<file path="src/rtl/u8v_pkg.sv">
`timescale 1ns / 1ps
`default_nettype none
// ----------------------------------------------------------------------------
// u8v_pkg: shared types and constants for the UTF-8 validator
// Holds request and verdict payload types, status codes and byte constants.
// ----------------------------------------------------------------------------
package u8v_pkg;

  // Width of the content position counter; it saturates at all ones
  localparam int OFFSET_BITS  = 24;
  localparam int OUT_OFFSET_W = 24;

  // Verdict codes
  localparam logic [1:0] STATUS_VALID   = 2'd0;
  localparam logic [1:0] STATUS_UTF16   = 2'd1;
  localparam logic [1:0] STATUS_INVALID = 2'd2;

  // Byte-order marks
  localparam logic [7:0] BOM_BYTE0  = 8'hEF;
  localparam logic [7:0] BOM_BYTE1  = 8'hBB;
  localparam logic [7:0] BOM_BYTE2  = 8'hBF;
  localparam logic [7:0] UTF16_FF   = 8'hFF;
  localparam logic [7:0] UTF16_FE   = 8'hFE;

  // Lead byte ranges and second-byte limits
  localparam logic [7:0] ASCII_MAX  = 8'h7F;
  localparam logic [7:0] LEAD2_MIN  = 8'hC2;
  localparam logic [7:0] LEAD2_MAX  = 8'hDF;
  localparam logic [7:0] LEAD3_MIN  = 8'hE0;
  localparam logic [7:0] LEAD3_MAX  = 8'hEF;
  localparam logic [7:0] LEAD4_MIN  = 8'hF0;
  localparam logic [7:0] LEAD4_MAX  = 8'hF4;
  localparam logic [7:0] LEAD_ED    = 8'hED;
  localparam logic [7:0] LIM_E0_MIN = 8'hA0;
  localparam logic [7:0] LIM_ED_MAX = 8'h9F;
  localparam logic [7:0] LIM_F0_MIN = 8'h90;
  localparam logic [7:0] LIM_F4_MAX = 8'h8F;
  localparam logic [1:0] CONT_TAG   = 2'b10;

  typedef logic [OFFSET_BITS-1:0] pos_t;

  // One input request
  typedef struct packed {
    logic [7:0] data_byte;
    logic       last_byte;
  } item_t;

  // One verdict
  typedef struct packed {
    logic [1:0]              status;
    logic [OUT_OFFSET_W-1:0] error_offset;
    logic                    has_bom;
  } verdict_t;

  // Number of continuation bytes that follow a held lead byte
  function automatic logic [1:0] cont_count(input logic [7:0] lead);
    if (lead >= LEAD4_MIN) begin
      cont_count = 2'd3;
    end else if (lead >= LEAD3_MIN) begin
      cont_count = 2'd2;
    end else begin
      cont_count = 2'd1;
    end
  endfunction

endpackage
`default_nettype wire

</file>
<file path="src/rtl/u8v_in_stage.sv">
`timescale 1ns / 1ps
`default_nettype none
// ----------------------------------------------------------------------------
// u8v_in_stage: input request register
// Captures one byte request per cycle while the scanner keeps taking them, and holds each until the scanner takes it.
// ----------------------------------------------------------------------------
module u8v_in_stage
  import u8v_pkg::*;
(
  input  wire logic  clk,
  input  wire logic  rst_n,
  input  wire logic  in_valid,
  output logic       in_ready,
  input  wire item_t in_item,
  input  wire logic  take,
  output logic       item_valid,
  output item_t      item
);

  logic  valid_r, valid_nxt;
  item_t item_r;

  // Accept a new request when empty or when the held one leaves this cycle
  assign in_ready = !valid_r || take;

  always_comb begin
    valid_nxt = valid_r;
    if (in_valid && in_ready) begin
      valid_nxt = 1'b1;
    end else if (take) begin
      valid_nxt = 1'b0;
    end
  end

  always_ff @(posedge clk) begin
    if (!rst_n) begin
      valid_r <= 1'b0;
    end else begin
      valid_r <= valid_nxt;
    end
  end

  // Hold payload
  always_ff @(posedge clk) begin
    if (in_valid && in_ready) begin
      item_r <= in_item;
    end
  end

  assign item_valid = valid_r;
  assign item       = item_r;

endmodule
`default_nettype wire

</file>
<file path="src/rtl/u8v_scan.sv">
`timescale 1ns / 1ps
`default_nettype none
// ----------------------------------------------------------------------------
// u8v_scan: per-file scan state and verdict logic
// Tracks marks, the open UTF-8 sequence and the first error for one file.
// ----------------------------------------------------------------------------
module u8v_scan
  import u8v_pkg::*;
(
  input  wire logic  clk,
  input  wire logic  rst_n,
  input  wire logic  item_valid,
  input  wire item_t item,
  input  wire logic  out_free,
  output logic       take,
  output logic       verdict_valid,
  output verdict_t   verdict
);

  localparam pos_t POS_MAX = {OFFSET_BITS{1'b1}};

  pos_t       pos_r, pos_nxt;
  logic [7:0] first_r, first_nxt;
  logic       utf16_r, utf16_nxt;
  logic [1:0] bom_prog_r, bom_prog_nxt;
  logic       bom_r, bom_nxt;
  logic [1:0] exp_r, exp_nxt;
  logic [7:0] lead_r, lead_nxt;
  pos_t       lead_pos_r, lead_pos_nxt;
  logic       bad_r, bad_nxt;
  pos_t       bad_pos_r, bad_pos_nxt;
  logic       fault_r, fault_nxt;
  logic       err_r, err_nxt;
  pos_t       err_pos_r, err_pos_nxt;

  logic [7:0] b;
  logic       is_bad;
  logic       range_hit;
  logic [7:0] bom_exp;
  logic       last_err;
  pos_t       last_err_pos;
  pos_t       off;

  assign b = item.data_byte;

  // Advance when a byte waits and its verdict, if any, has room
  assign take          = item_valid && (!item.last_byte || out_free);
  assign verdict_valid = take && item.last_byte;

  always_comb begin
    case (bom_prog_r)
      2'd0:    bom_exp = BOM_BYTE0;
      2'd1:    bom_exp = BOM_BYTE1;
      default: bom_exp = BOM_BYTE2;
    endcase
  end

  assign is_bad    = b[7:6] != CONT_TAG;
  assign range_hit = (lead_r == LEAD3_MIN && b < LIM_E0_MIN) ||
                     (lead_r == LEAD_ED   && b > LIM_ED_MAX) ||
                     (lead_r == LEAD4_MIN && b < LIM_F0_MIN) ||
                     (lead_r == LEAD4_MAX && b > LIM_F4_MAX);

  // Compute next scan state for the current byte
  always_comb begin
    first_nxt    = first_r;
    utf16_nxt    = utf16_r;
    bom_prog_nxt = bom_prog_r;
    bom_nxt      = bom_r;
    exp_nxt      = exp_r;
    lead_nxt     = lead_r;
    lead_pos_nxt = lead_pos_r;
    bad_nxt      = bad_r;
    bad_pos_nxt  = bad_pos_r;
    fault_nxt    = fault_r;
    err_nxt      = err_r;
    err_pos_nxt  = err_pos_r;
    pos_nxt      = (pos_r != POS_MAX) ? pos_r + pos_t'(1) : pos_r;

    // Track the leading marks
    if (pos_r == pos_t'(0)) begin
      first_nxt = b;
    end
    if (pos_r == pos_t'(1) && ((first_r == UTF16_FF && b == UTF16_FE) ||
                               (first_r == UTF16_FE && b == UTF16_FF))) begin
      utf16_nxt = 1'b1;
    end
    if (pos_r < pos_t'(3) && pos_t'(bom_prog_r) == pos_r && b == bom_exp) begin
      bom_prog_nxt = bom_prog_r + 2'd1;
      if (pos_r == pos_t'(2)) begin
        bom_nxt = 1'b1;
      end
    end

    // Check UTF-8 until the first error
    if (!err_r) begin
      if (exp_r == 2'd0) begin
        if (b <= ASCII_MAX || (b >= LEAD2_MIN && b <= LEAD2_MAX) ||
            (b >= LEAD3_MIN && b <= LEAD4_MAX)) begin
          exp_nxt      = (b <= ASCII_MAX) ? 2'd0 : cont_count(b);
          lead_nxt     = b;
          lead_pos_nxt = pos_r;
          bad_nxt      = 1'b0;
          bad_pos_nxt  = '0;
          fault_nxt    = 1'b0;
        end else begin
          err_nxt     = 1'b1;
          err_pos_nxt = pos_r;
        end
      end else begin
        if (is_bad && !bad_r) begin
          bad_nxt     = 1'b1;
          bad_pos_nxt = pos_r;
        end
        if (exp_r == cont_count(lead_r) && range_hit) begin
          fault_nxt = 1'b1;
        end
        exp_nxt = exp_r - 2'd1;
        if (exp_nxt == 2'd0) begin
          if (bad_nxt) begin
            err_nxt     = 1'b1;
            err_pos_nxt = bad_pos_nxt;
          end else if (fault_nxt) begin
            err_nxt     = 1'b1;
            err_pos_nxt = lead_pos_r;
          end
        end
      end
    end
  end

  // Truncated final sequence reports at its lead byte
  assign last_err     = err_nxt || exp_nxt != 2'd0;
  assign last_err_pos = err_nxt ? err_pos_nxt : lead_pos_nxt;
  assign off          = !bom_nxt ? last_err_pos :
                        (last_err_pos >= pos_t'(3)) ? last_err_pos - pos_t'(3) : '0;

  // Build the verdict
  always_comb begin
    verdict.status       = STATUS_VALID;
    verdict.error_offset = '0;
    verdict.has_bom      = bom_nxt;
    if (utf16_nxt) begin
      verdict.status  = STATUS_UTF16;
      verdict.has_bom = 1'b0;
    end else if (last_err) begin
      verdict.status       = STATUS_INVALID;
      verdict.error_offset = OUT_OFFSET_W'(off);
    end
  end

  // Advance state; clear it after the verdict
  always_ff @(posedge clk) begin
    if (!rst_n || verdict_valid) begin
      pos_r      <= '0;
      first_r    <= '0;
      utf16_r    <= 1'b0;
      bom_prog_r <= '0;
      bom_r      <= 1'b0;
      exp_r      <= '0;
      lead_r     <= '0;
      lead_pos_r <= '0;
      bad_r      <= 1'b0;
      bad_pos_r  <= '0;
      fault_r    <= 1'b0;
      err_r      <= 1'b0;
      err_pos_r  <= '0;
    end else if (take) begin
      pos_r      <= pos_nxt;
      first_r    <= first_nxt;
      utf16_r    <= utf16_nxt;
      bom_prog_r <= bom_prog_nxt;
      bom_r      <= bom_nxt;
      exp_r      <= exp_nxt;
      lead_r     <= lead_nxt;
      lead_pos_r <= lead_pos_nxt;
      bad_r      <= bad_nxt;
      bad_pos_r  <= bad_pos_nxt;
      fault_r    <= fault_nxt;
      err_r      <= err_nxt;
      err_pos_r  <= err_pos_nxt;
    end
  end

`ifndef SYNTHESIS
  // Once an error is latched no sequence stays open
  a_err_closed: assert property (@(posedge clk) disable iff (!rst_n)
    err_r |-> exp_r == 2'd0)
    else $error("sequence open after error latched");

  // A UTF-16 mark needs two bytes seen
  a_utf16_pos: assert property (@(posedge clk) disable iff (!rst_n)
    utf16_r |-> pos_r >= pos_t'(2))
    else $error("UTF-16 mark flagged too early");

  // The UTF-8 mark flag implies a full match
  a_bom_prog: assert property (@(posedge clk) disable iff (!rst_n)
    bom_r |-> bom_prog_r == 2'd3)
    else $error("BOM flag without full match");

  // Error position never lies ahead of the scan
  a_err_pos: assert property (@(posedge clk) disable iff (!rst_n)
    err_r |-> err_pos_r <= pos_r)
    else $error("error position beyond scan position");

  // A verdict starts a new file
  a_restart: assert property (@(posedge clk) disable iff (!rst_n)
    verdict_valid |=> pos_r == '0 && !err_r && exp_r == 2'd0)
    else $error("state not cleared after verdict");
`endif

endmodule
`default_nettype wire

</file>
<file path="src/rtl/u8v_out_stage.sv">
`timescale 1ns / 1ps
`default_nettype none
// ----------------------------------------------------------------------------
// u8v_out_stage: verdict register
// Holds one verdict until the consumer takes it.
// ----------------------------------------------------------------------------
module u8v_out_stage
  import u8v_pkg::*;
(
  input  wire logic     clk,
  input  wire logic     rst_n,
  input  wire logic     load,
  input  wire verdict_t verdict,
  output logic          out_free,
  output logic          out_valid,
  input  wire logic     out_ready,
  output verdict_t      out_verdict
);

  logic     valid_r, valid_nxt;
  verdict_t verdict_r;

  // Room when empty or when the held verdict leaves this cycle
  assign out_free = !valid_r || out_ready;

  always_comb begin
    valid_nxt = valid_r;
    if (load) begin
      valid_nxt = 1'b1;
    end else if (out_ready) begin
      valid_nxt = 1'b0;
    end
  end

  always_ff @(posedge clk) begin
    if (!rst_n) begin
      valid_r <= 1'b0;
    end else begin
      valid_r <= valid_nxt;
    end
  end

  // Hold payload
  always_ff @(posedge clk) begin
    if (load) begin
      verdict_r <= verdict;
    end
  end

  assign out_valid   = valid_r;
  assign out_verdict = verdict_r;

endmodule
`default_nettype wire

</file>
<file path="src/rtl/utf8_validator_with_bom.sv">
`timescale 1ns / 1ps
`default_nettype none
// Throughput: one byte per cycle, with no gaps between files, while the verdict
//   register has room; a last byte waits while a held verdict is not taken.
// Path: the last byte passes the input register, then the verdict register.
// Reset: synchronous active-low rst_n clears all scan state and both stages;
//   scan state also clears itself after each verdict.
// ----------------------------------------------------------------------------
// utf8_validator_with_bom: streaming UTF-8 validator with mark detection
// Checks a file byte by byte and reports one verdict on its last byte.
// ----------------------------------------------------------------------------
module utf8_validator_with_bom
  import u8v_pkg::*;
(
  input  wire logic                    clk,
  input  wire logic                    rst_n,
  input  wire logic                    in_valid,
  output logic                         in_ready,
  input  wire logic [7:0]              in_data_byte,
  input  wire logic                    in_last_byte,
  output logic                         out_valid,
  input  wire logic                    out_ready,
  output logic [1:0]                   out_status,
  output logic [OUT_OFFSET_W-1:0]      out_error_offset,
  output logic                         out_has_bom
);

  item_t    in_item;
  item_t    item;
  logic     item_valid;
  logic     take;
  logic     out_free;
  logic     verdict_valid;
  verdict_t verdict;
  verdict_t out_verdict;

  assign in_item.data_byte = in_data_byte;
  assign in_item.last_byte = in_last_byte;

  u8v_in_stage u_in (
    .clk        (clk),
    .rst_n      (rst_n),
    .in_valid   (in_valid),
    .in_ready   (in_ready),
    .in_item    (in_item),
    .take       (take),
    .item_valid (item_valid),
    .item       (item)
  );

  u8v_scan u_scan (
    .clk           (clk),
    .rst_n         (rst_n),
    .item_valid    (item_valid),
    .item          (item),
    .out_free      (out_free),
    .take          (take),
    .verdict_valid (verdict_valid),
    .verdict       (verdict)
  );

  u8v_out_stage u_out (
    .clk         (clk),
    .rst_n       (rst_n),
    .load        (verdict_valid),
    .verdict     (verdict),
    .out_free    (out_free),
    .out_valid   (out_valid),
    .out_ready   (out_ready),
    .out_verdict (out_verdict)
  );

  assign out_status       = out_verdict.status;
  assign out_error_offset = out_verdict.error_offset;
  assign out_has_bom      = out_verdict.has_bom;

endmodule
`default_nettype wire

</file>
<file path="config.mk">
export PLATFORM = sky130hd
export DESIGN_NAME = utf8_validator_with_bom
export DESIGN_NICKNAME = d
export VERILOG_FILES = /design/src/rtl/u8v_pkg.sv /design/src/rtl/u8v_in_stage.sv /design/src/rtl/u8v_scan.sv /design/src/rtl/u8v_out_stage.sv /design/src/rtl/utf8_validator_with_bom.sv
export SDC_FILE = /design/constraint.sdc
export NUM_CORES = 1
export LEC_CHECK = 0
export BUFFER_PORTS_ARGS = -buffer_cell sky130_fd_sc_hd__buf_2
export CAP_MARGIN = 10
export CORE_MARGIN = 3
export CORE_UTILIZATION = 40
export DETAILED_ROUTE_END_ITERATION = 12
export PLACE_DENSITY = 0.67
export SLEW_MARGIN = 20
export SYNTH_ARGS = -nofsm -noshare
export SYNTH_HDL_FRONTEND = slang
export SYNTH_SLANG_ARGS = --single-unit
</file>
<file path="constraint.sdc">
create_clock -name clk -period 4.4 [get_ports clk]
set_input_delay 0.88 -clock clk [delete_from_list [all_inputs] [get_ports clk]]
set_output_delay 0.88 -clock clk [all_outputs]
set_load 0.02 [all_outputs]
</file>
### After elaboration in Yosys (flattened, before gate mapping)

Index checks and enable logic that the tools add are counted.

* magnitude comparators: 14
* bitwise operators: 2
* add/subtract/negate cells: 4
* reductions and logical operators: 45
* eq/ne operators: 17
* muxes and demuxes: 49

Operators by type and width (number)
* 24-bit 2-to-1 mux: 15
* 8-bit equality test (second input constant): 8
* 8-bit greater-or-equal comparator (second input constant): 5
* 26-bit 2-to-1 mux: 1
* 24-bit by 1-bit adder with 24-bit output (second input constant): 1
* 2-bit by 24-bit equality test with 1-bit output: 1
* 24-bit by 1-bit equality test with 1-bit output (second input constant): 1
* 24-bit by 2-bit equality test with 1-bit output (second input constant): 1
* 24-bit by 2-bit greater-or-equal comparator with 1-bit output (second input constant): 1
* 24-bit zero test: 1
* 24-bit by 2-bit < comparator with 1-bit output (second input constant): 1
* 24-bit inequality test (second input constant): 1
* 24-bit by 2-bit subtractor with 24-bit output (second input constant): 1
* 1-bit 2-to-1 mux: 22
* 2-bit 2-to-1 mux: 10
* 8-bit greater-than comparator (second input constant): 2
* 8-bit less-or-equal comparator (second input constant): 2
* 1-bit logical AND: 16
* 8-bit < comparator (second input constant): 2
* 7-bit one-hot mux with 2 select lines: 1
* 1-bit logical OR: 11
* 8-bit equality test: 1
* 8-bit by 7-bit less-or-equal comparator with 1-bit output (second input constant): 1
* 2-bit zero test: 3
* 12 further kinds: 22

* register bits after elaboration: 159
* output and inout port bits: 29
* input port bits: 13
* word-level logic and storage cells: 151

### Longest topological paths before layout

* depth in word-level cells: 20
* depth in mapped cells: 15
* depth with buffers taken out: 12

### Cells and area by module

From an unflattened synthesis, not the netlist that was laid out.

* cell total of the unflattened synthesis: 1148
* area, all modules: 9210.1 um2

By module, submodules not included
* u8v_scan: cells an instance 1103, area each 8022.7 um2, instances 1, sequential area each 2422.3 um2
* u8v_out_stage: cells an instance 31, area each 859.6 um2, instances 1, sequential area each 830.8 um2
* u8v_in_stage: cells an instance 14, area each 327.8 um2, instances 1, sequential area each 290.3 um2

### Worst setup path before layout

Ideal clock, no wire load.

* kind: register to register
* start point: register u_in.item_r (netlist bit u_in.item[7])
* end point: register u_out.verdict_r (netlist bit u_out.out_verdict[3]), data pin
* period minus slack after synthesis: 3.648 ns
* data required time: 4.145 ns
* slack: 0.752 ns
* data arrival time: 3.393 ns
* cell stages (with the launch flop): 12
* path buffers: 2
* library setup time: 0.255 ns
* cell sequence: edfxtp_1 > buf_4 > or4b_4 > a31oi_2 > o21bai_1 > a221o_1 > a2111oi_4 > nand4_4 > or4_4 > o21ai_4 > buf_6 > nor2_1

* cells in the longest elaborated chain, start to end: 18
* elaborated cells between the ends (all ways): 71
* classes of those cells: add/sub: 1; order compare: 11; eq/ne: 4; mux: 33; bitwise: 1; reduce/logical: 21

Ends and longest elaborated chain
* start, declared: line u8v_in_stage.sv:21 `item_t item_r;`
* start signal, assigned: line u8v_in_stage.sv:46 `item_r <= in_item;`
* 8-bit < comparator or 8-bit greater-than comparator (tied branches): line u8v_scan.sv:59, u8v_scan.sv:60
* 1-bit logical AND (on tied branches): line u8v_scan.sv:59, u8v_scan.sv:60
* 1-bit logical OR: line u8v_scan.sv:59 `assign range_hit = (lead_r == LEAD3_MIN && b < LIM_E0_MIN) ||`
* 1-bit logical OR: line u8v_scan.sv:60 `(lead_r == LEAD_ED && b > LIM_ED_MAX) ||`
* 1-bit logical OR: line u8v_scan.sv:61 `(lead_r == LEAD4_MIN && b < LIM_F0_MIN) ||`
* 1-bit logical AND: line u8v_scan.sv:115 `if (exp_r == cont_count(lead_r) && range_hit) begin`
* 1-bit 2-to-1 mux: line u8v_scan.sv:115
* 1-bit 2-to-1 mux: line u8v_scan.sv:97 `if (exp_r == 2'd0) begin`
* (+2 left out)
* 24-bit 2-to-1 mux or 1-bit 2-to-1 mux (tied branches): line u8v_scan.sv:120 `if (bad_nxt) begin`
* 24-bit 2-to-1 mux or 1-bit 2-to-1 mux (tied branches): line u8v_scan.sv:119 `if (exp_nxt == 2'd0) begin`
* 24-bit 2-to-1 mux or 1-bit 2-to-1 mux (tied branches): line u8v_scan.sv:97
* 24-bit 2-to-1 mux or 1-bit 2-to-1 mux (tied branches): line u8v_scan.sv:96 `if (!err_r) begin`
* 24-bit 2-to-1 mux: line u8v_scan.sv:134 `assign last_err_pos = err_nxt ? err_pos_nxt : lead_pos_nxt;`
* 24-bit by 2-bit subtractor with 24-bit output or 24-bit by 2-bit greater-or-equal comparator with 1-bit output (tied branches): line u8v_scan.sv:136 `(last_err_pos >= pos_t'(3)) ? last_err_pos - pos_t'(3) : '0;`
* 24-bit 2-to-1 mux: line u8v_scan.sv:136
* 24-bit 2-to-1 mux: line u8v_scan.sv:135 `assign off = !bom_nxt ? last_err_pos :`
* end signal, assigned: line u8v_out_stage.sv:46 `verdict_r <= verdict;`
* end, declared: line u8v_out_stage.sv:21 `verdict_t verdict_r;`

Several ways; a longest one is shown, not always the timed one. The select of a mux whose other input is x is not followed.
A chain may end at the register's enable or synchronous reset.

### Worst setup path in the final report

* start point: register u_in.item_r (netlist bit u_in.item[7])
* end point: register u_out.verdict_r (netlist bit u_out.out_verdict[22]), data pin

The elaborated chain is that of the path after synthesis.

==> results.txt <==
----------------------------------------------------
[Min path]
  Hold Crit Start ... u_scan.bad_pos_r[23]
  Depth of the worst hold-timing path ... 2
  Worst Hold Path EP ... u_scan.bad_pos_r[23]
  Hold WC Path Type ... register to register

[Floorplanning]
  Initial standard-cell utilization of the core ... between 40% and 50%
  Number of placement rows ... 54
  Die boundary width ... ~160 um
  Area of the die ... around 0.024 sq mm
  Core ar. ... between 0.02 and 0.025 sq mm
  IO Count ... 42
  Chip height ... 156 um

[Worst setup path]
  Data arrival time of the critical path ... 4.34 ns
  CP Capture Type ... register
  Critical register-to-register path endpoint ... u_out.out_verdict[22]
  Required time worst endpoint ... 4.58 ns
  Crit-path max FO ... 22
  Kind of critical path ... register to register
  Worst reg2reg path startpoint ... u_in.item[7]
  Worst-case reg-to-reg path depth ... 12
  Kind of launch point of the worst setup path ... register
  Setup slack on the worst flop-to-flop path ... between 0.2 and 0.25 ns

[Drt]
  Routed Antenna Nets ... 0
  Number of vias per cell ... around 6
  Drt pass-1 iters ... 5
  Number of DRC markers in iteration 0 ... 944
  Final routed wirelength across all metal layers ... just under 30,000 um
  Remaining routing DRC violations ... 0
  Vias ... roughly 8,600
  Avg WL per Cell ... 20.2 um

[Timing]
  Fmax ... 0.241 GHz
  Post-route fraction of the period consumed by the critical path ... between 90% and 100%
  RSZ-0062 raised after global routing ... no
  Count of final max-slew check failures ... 0
  Time the final worst path needs with I/O delays and setup ... 4.16 ns
  Number of setup violations in the final report ... 0
  Setup_tns ... 0 ns
  Final Hold Violating Endpoints ... 0
  Pin slew with the least headroom to its limit ... between 1 and 1.5 ns
  Clock skew ... roughly 0.012 ns
  Normalized max-slew margin ... a little under a third

[Clock tree]
  Number of levels the H-tree was split into ... 4
  Clock input transition at the sequential cells of the worst setup and hold paths ... around 0.07 ns
  Clock tree from TritonCTS ... done
  Hold buffer count at cts ... 0
  Clock Path Buffers ... 2
  Number of buffers created by CTS ... 17
  Cell chosen for the clock root ... clkbuf_16
  Clock Latency Late Sink ... approximately 0.43 ns
  Number of clock sinks ... roughly 160
  Setup Fix Bufs, Post-CTS ... 0

[Synth]
  Synthesized area ... roughly 0.009 sq mm
  Primary flip-flop cell chosen by synthesis mapping ... dfxtp_1
  Cell count after synthesis ... roughly 1,100
  Top cell type's share of synthesized area ... between 20% and 30%
  Synth unique cells ... between 70 and 80
  Library cell with the largest summed area after synthesis ... dfxtp_1
  Synthesized netlist net count ... 1,128
  EDFF count, synth ... 36
  Async set-or-reset flop fraction in the synthesized netlist ... 0%
  Synthesized area divided by synthesized cell count ... a little over 8 sq um
  Sequential element share of the synthesized area ... approximately two fifths
  Synth cell count leaders ... nor2_1 (160), nand2_1 (148), dfxtp_1 (123)
  Largest cells by area after synthesis ... dfxtp_1 (27%), edfxtp_1 (12%), nor2_1 (6.7%), nand2_1 (6.2%), a21oi_1 (4.9%)
  Library cell with the highest instance count after synthesis ... nor2_1
  YS warnings ... 0
  #FFs+latches synth ... 159

[GRT]
  Via count of the first global-routing pass ... 7,987
  Maximum number of pins on one net before global-route repair ... roughly 90
  Total overflow reported by the global router ... 0
  First-pass GRT wire length ... roughly 46,000 um
  Initial antenna violation count ... 0
  All-layer global routing usage ... about a quarter

[Job]
  Number of maximum-capacitance constraint violations ... 0

[Final layout]
  Final Cell Area ... approximately 0.010 sq mm
  Count of antenna diodes in the layout ... 0
  Final-stage net count ... 1,160
  Ratio of cells with drive above 1 in the final layout ... about 15%
  Layout overhead on the synthesized area ... 14.1%

[Run status]
  Result of the run ... complete, no violations

[Power and ir drop]
  Power density normalized to cell area ... about 350 mW/mm^2
  Maximum resistive drop on vdd ... about 0.00022 V
  Leakage Power ... around 3.7 nW

[Placed design]
  Final GP Congestion ... 0.989
  Placed Area ... between 0.009 and 0.01 sq mm
  Detailed Place HPWL ... between 20,000 and 25,000 um
  Number of port buffers ... between 40 and 50

----------------------------------------------------
[cell type report]
| cell class | instances | area (sq um) |
|---|---|---|
| Clock buffer | 21 | 482 |
| Clock inverter | 11 | 96.3 |
| Fill cell | 2162 | 11700 |
| Inverter | 25 | 93.8 |
| Multi-Input combinational cell | 831 | 5030 |
| Sequential cell | 159 | 3540 |
| Tap cell | 280 | 350 |
| Timing Repair Buffer | 105 | 698 |
[timing repair]
action                                 4_1_cts  5_1_grt
setup endpoints to repair                    0        8
resized for setup                            0        1
endpoints found under the hold margin        0        0
[metrics by stage]
| stage | hold WS [ns] | utilization, % | cells | total power, mW | worst slack [ns] |
|---|---|---|---|---|---|
| floorplan | 0.428 | - | 1107 | 1.94 | 0.752 |
| global placement | 0.437 | 44.1 | 1400 | 2.13 | 0.285 |
| detailed placement | 0.444 | 44.1 | 1400 | 2.13 | 0.112 |
| CTS | 0.452 | 46.7 | 1432 | 3.58 | 0.0739 |
| global route | 0.466 | 46.8 | 1432 | 3.69 | 0.0455 |
| finish | 0.453 | 46.8 | 1432 | 3.57 | 0.243 |
[logic make-up after synthesis]
kind of cell / Yosys count / share of synthesized area, %
buffers and inverters: 117 / 5.21
flip-flops: 159 / 39.3
AND/OR/NAND/NOR: 443 / 23.0
XOR/XNOR: 47 / 4.56
AO/OA/AOI/OAI: 296 / 22.6
adder cells (fa/ha/maj): 8 / 1.11
multiplexers: 37 / 4.27
[routing by layer]
metal,global-route usage [%],vias to the layer above,share of wire [%]
met4,7.25,0,1.9
met3,3.22,36,8.4
met2,36.0,406,44
met1,35.0,4137,46
met5,0,-,0
li1,-,4033,-
[cells in the final DEF, fill, tap and decap left out, drive strengths merged, types with 7 or more instances in the layout]
| master | instances |
|---|---|
| a22oi | 28 |
| nor4 | 26 |
| buf | 105 |
| a31oi | 12 |
| nand2 | 148 |
| mux2i | 35 |
| nand3 | 19 |
| edfxtp | 36 |
| or3 | 9 |
| o31ai | 9 |
| nand2b | 8 |
| o21a | 13 |
| clkbuf | 21 |
| o221a | 11 |
| xor2 | 20 |
| and3 | 7 |
| xnor2 | 27 |
| nor3 | 19 |
| dfxtp | 123 |
| ha | 8 |
| o211ai | 9 |
| inv | 30 |
| nor2 | 160 |
| a211oi | 14 |
| and2 | 8 |
| o21ai | 50 |
| a221oi | 17 |
| nand4 | 11 |
| a21oi | 88 |
[critical path, cell delays in order (launching register included)]
cell and delay (ns):
edfxtp_1 0.68, nand2_1 0.28, nor3_4 0.54, o21ai_2 0.26, buf_4 0.25, mux2i_1 0.15, mux2i_1 0.14, nor4_1 0.52
nand4b_1 0.19, or4_4 0.48, o21ai_4 0.16, buf_12 0.16, nor2_1 0.07
[sequential cells by signal (all words and copies together), names as in the netlist, 2 cells and up]
register / count
u_scan.lead_r: 8
u_scan.exp_r: 2
u_scan.bom_prog_r: 2
u_scan.err_pos_r: 24
u_scan.bad_pos_r: 24
u_in.item: 9
u_scan.lead_pos_r: 24
u_scan.pos_r: 24
u_out.out_verdict: 27
u_scan.first_r: 8
[worst max-delay path by stage]
stage | startpoint | slack, ns | to | depth (start not counted)
global route | u_in.item[7] | 0.05 | u_out.out_verdict[19] | 12
CTS | u_in.item[7] | 0.07 | u_out.out_verdict[21] | 11
floorplan | u_in.item[7] | 0.75 | u_out.out_verdict[3] | 11
detailed placement | u_in.item[7] | 0.11 | u_out.out_verdict[21] | 11
global placement | u_in.item[7] | 0.28 | u_out.out_verdict[21] | 11
finish | u_in.item[7] | 0.24 | u_out.out_verdict[22] | 12
[report_power, final]
group | internal [mW] | switching, mW
logic | 0.195 | 0.363
registers | 1.52 | 0.0314
clock network | 0.802 | 0.652
No activity file was read; power rests on OpenSTA's default activity.
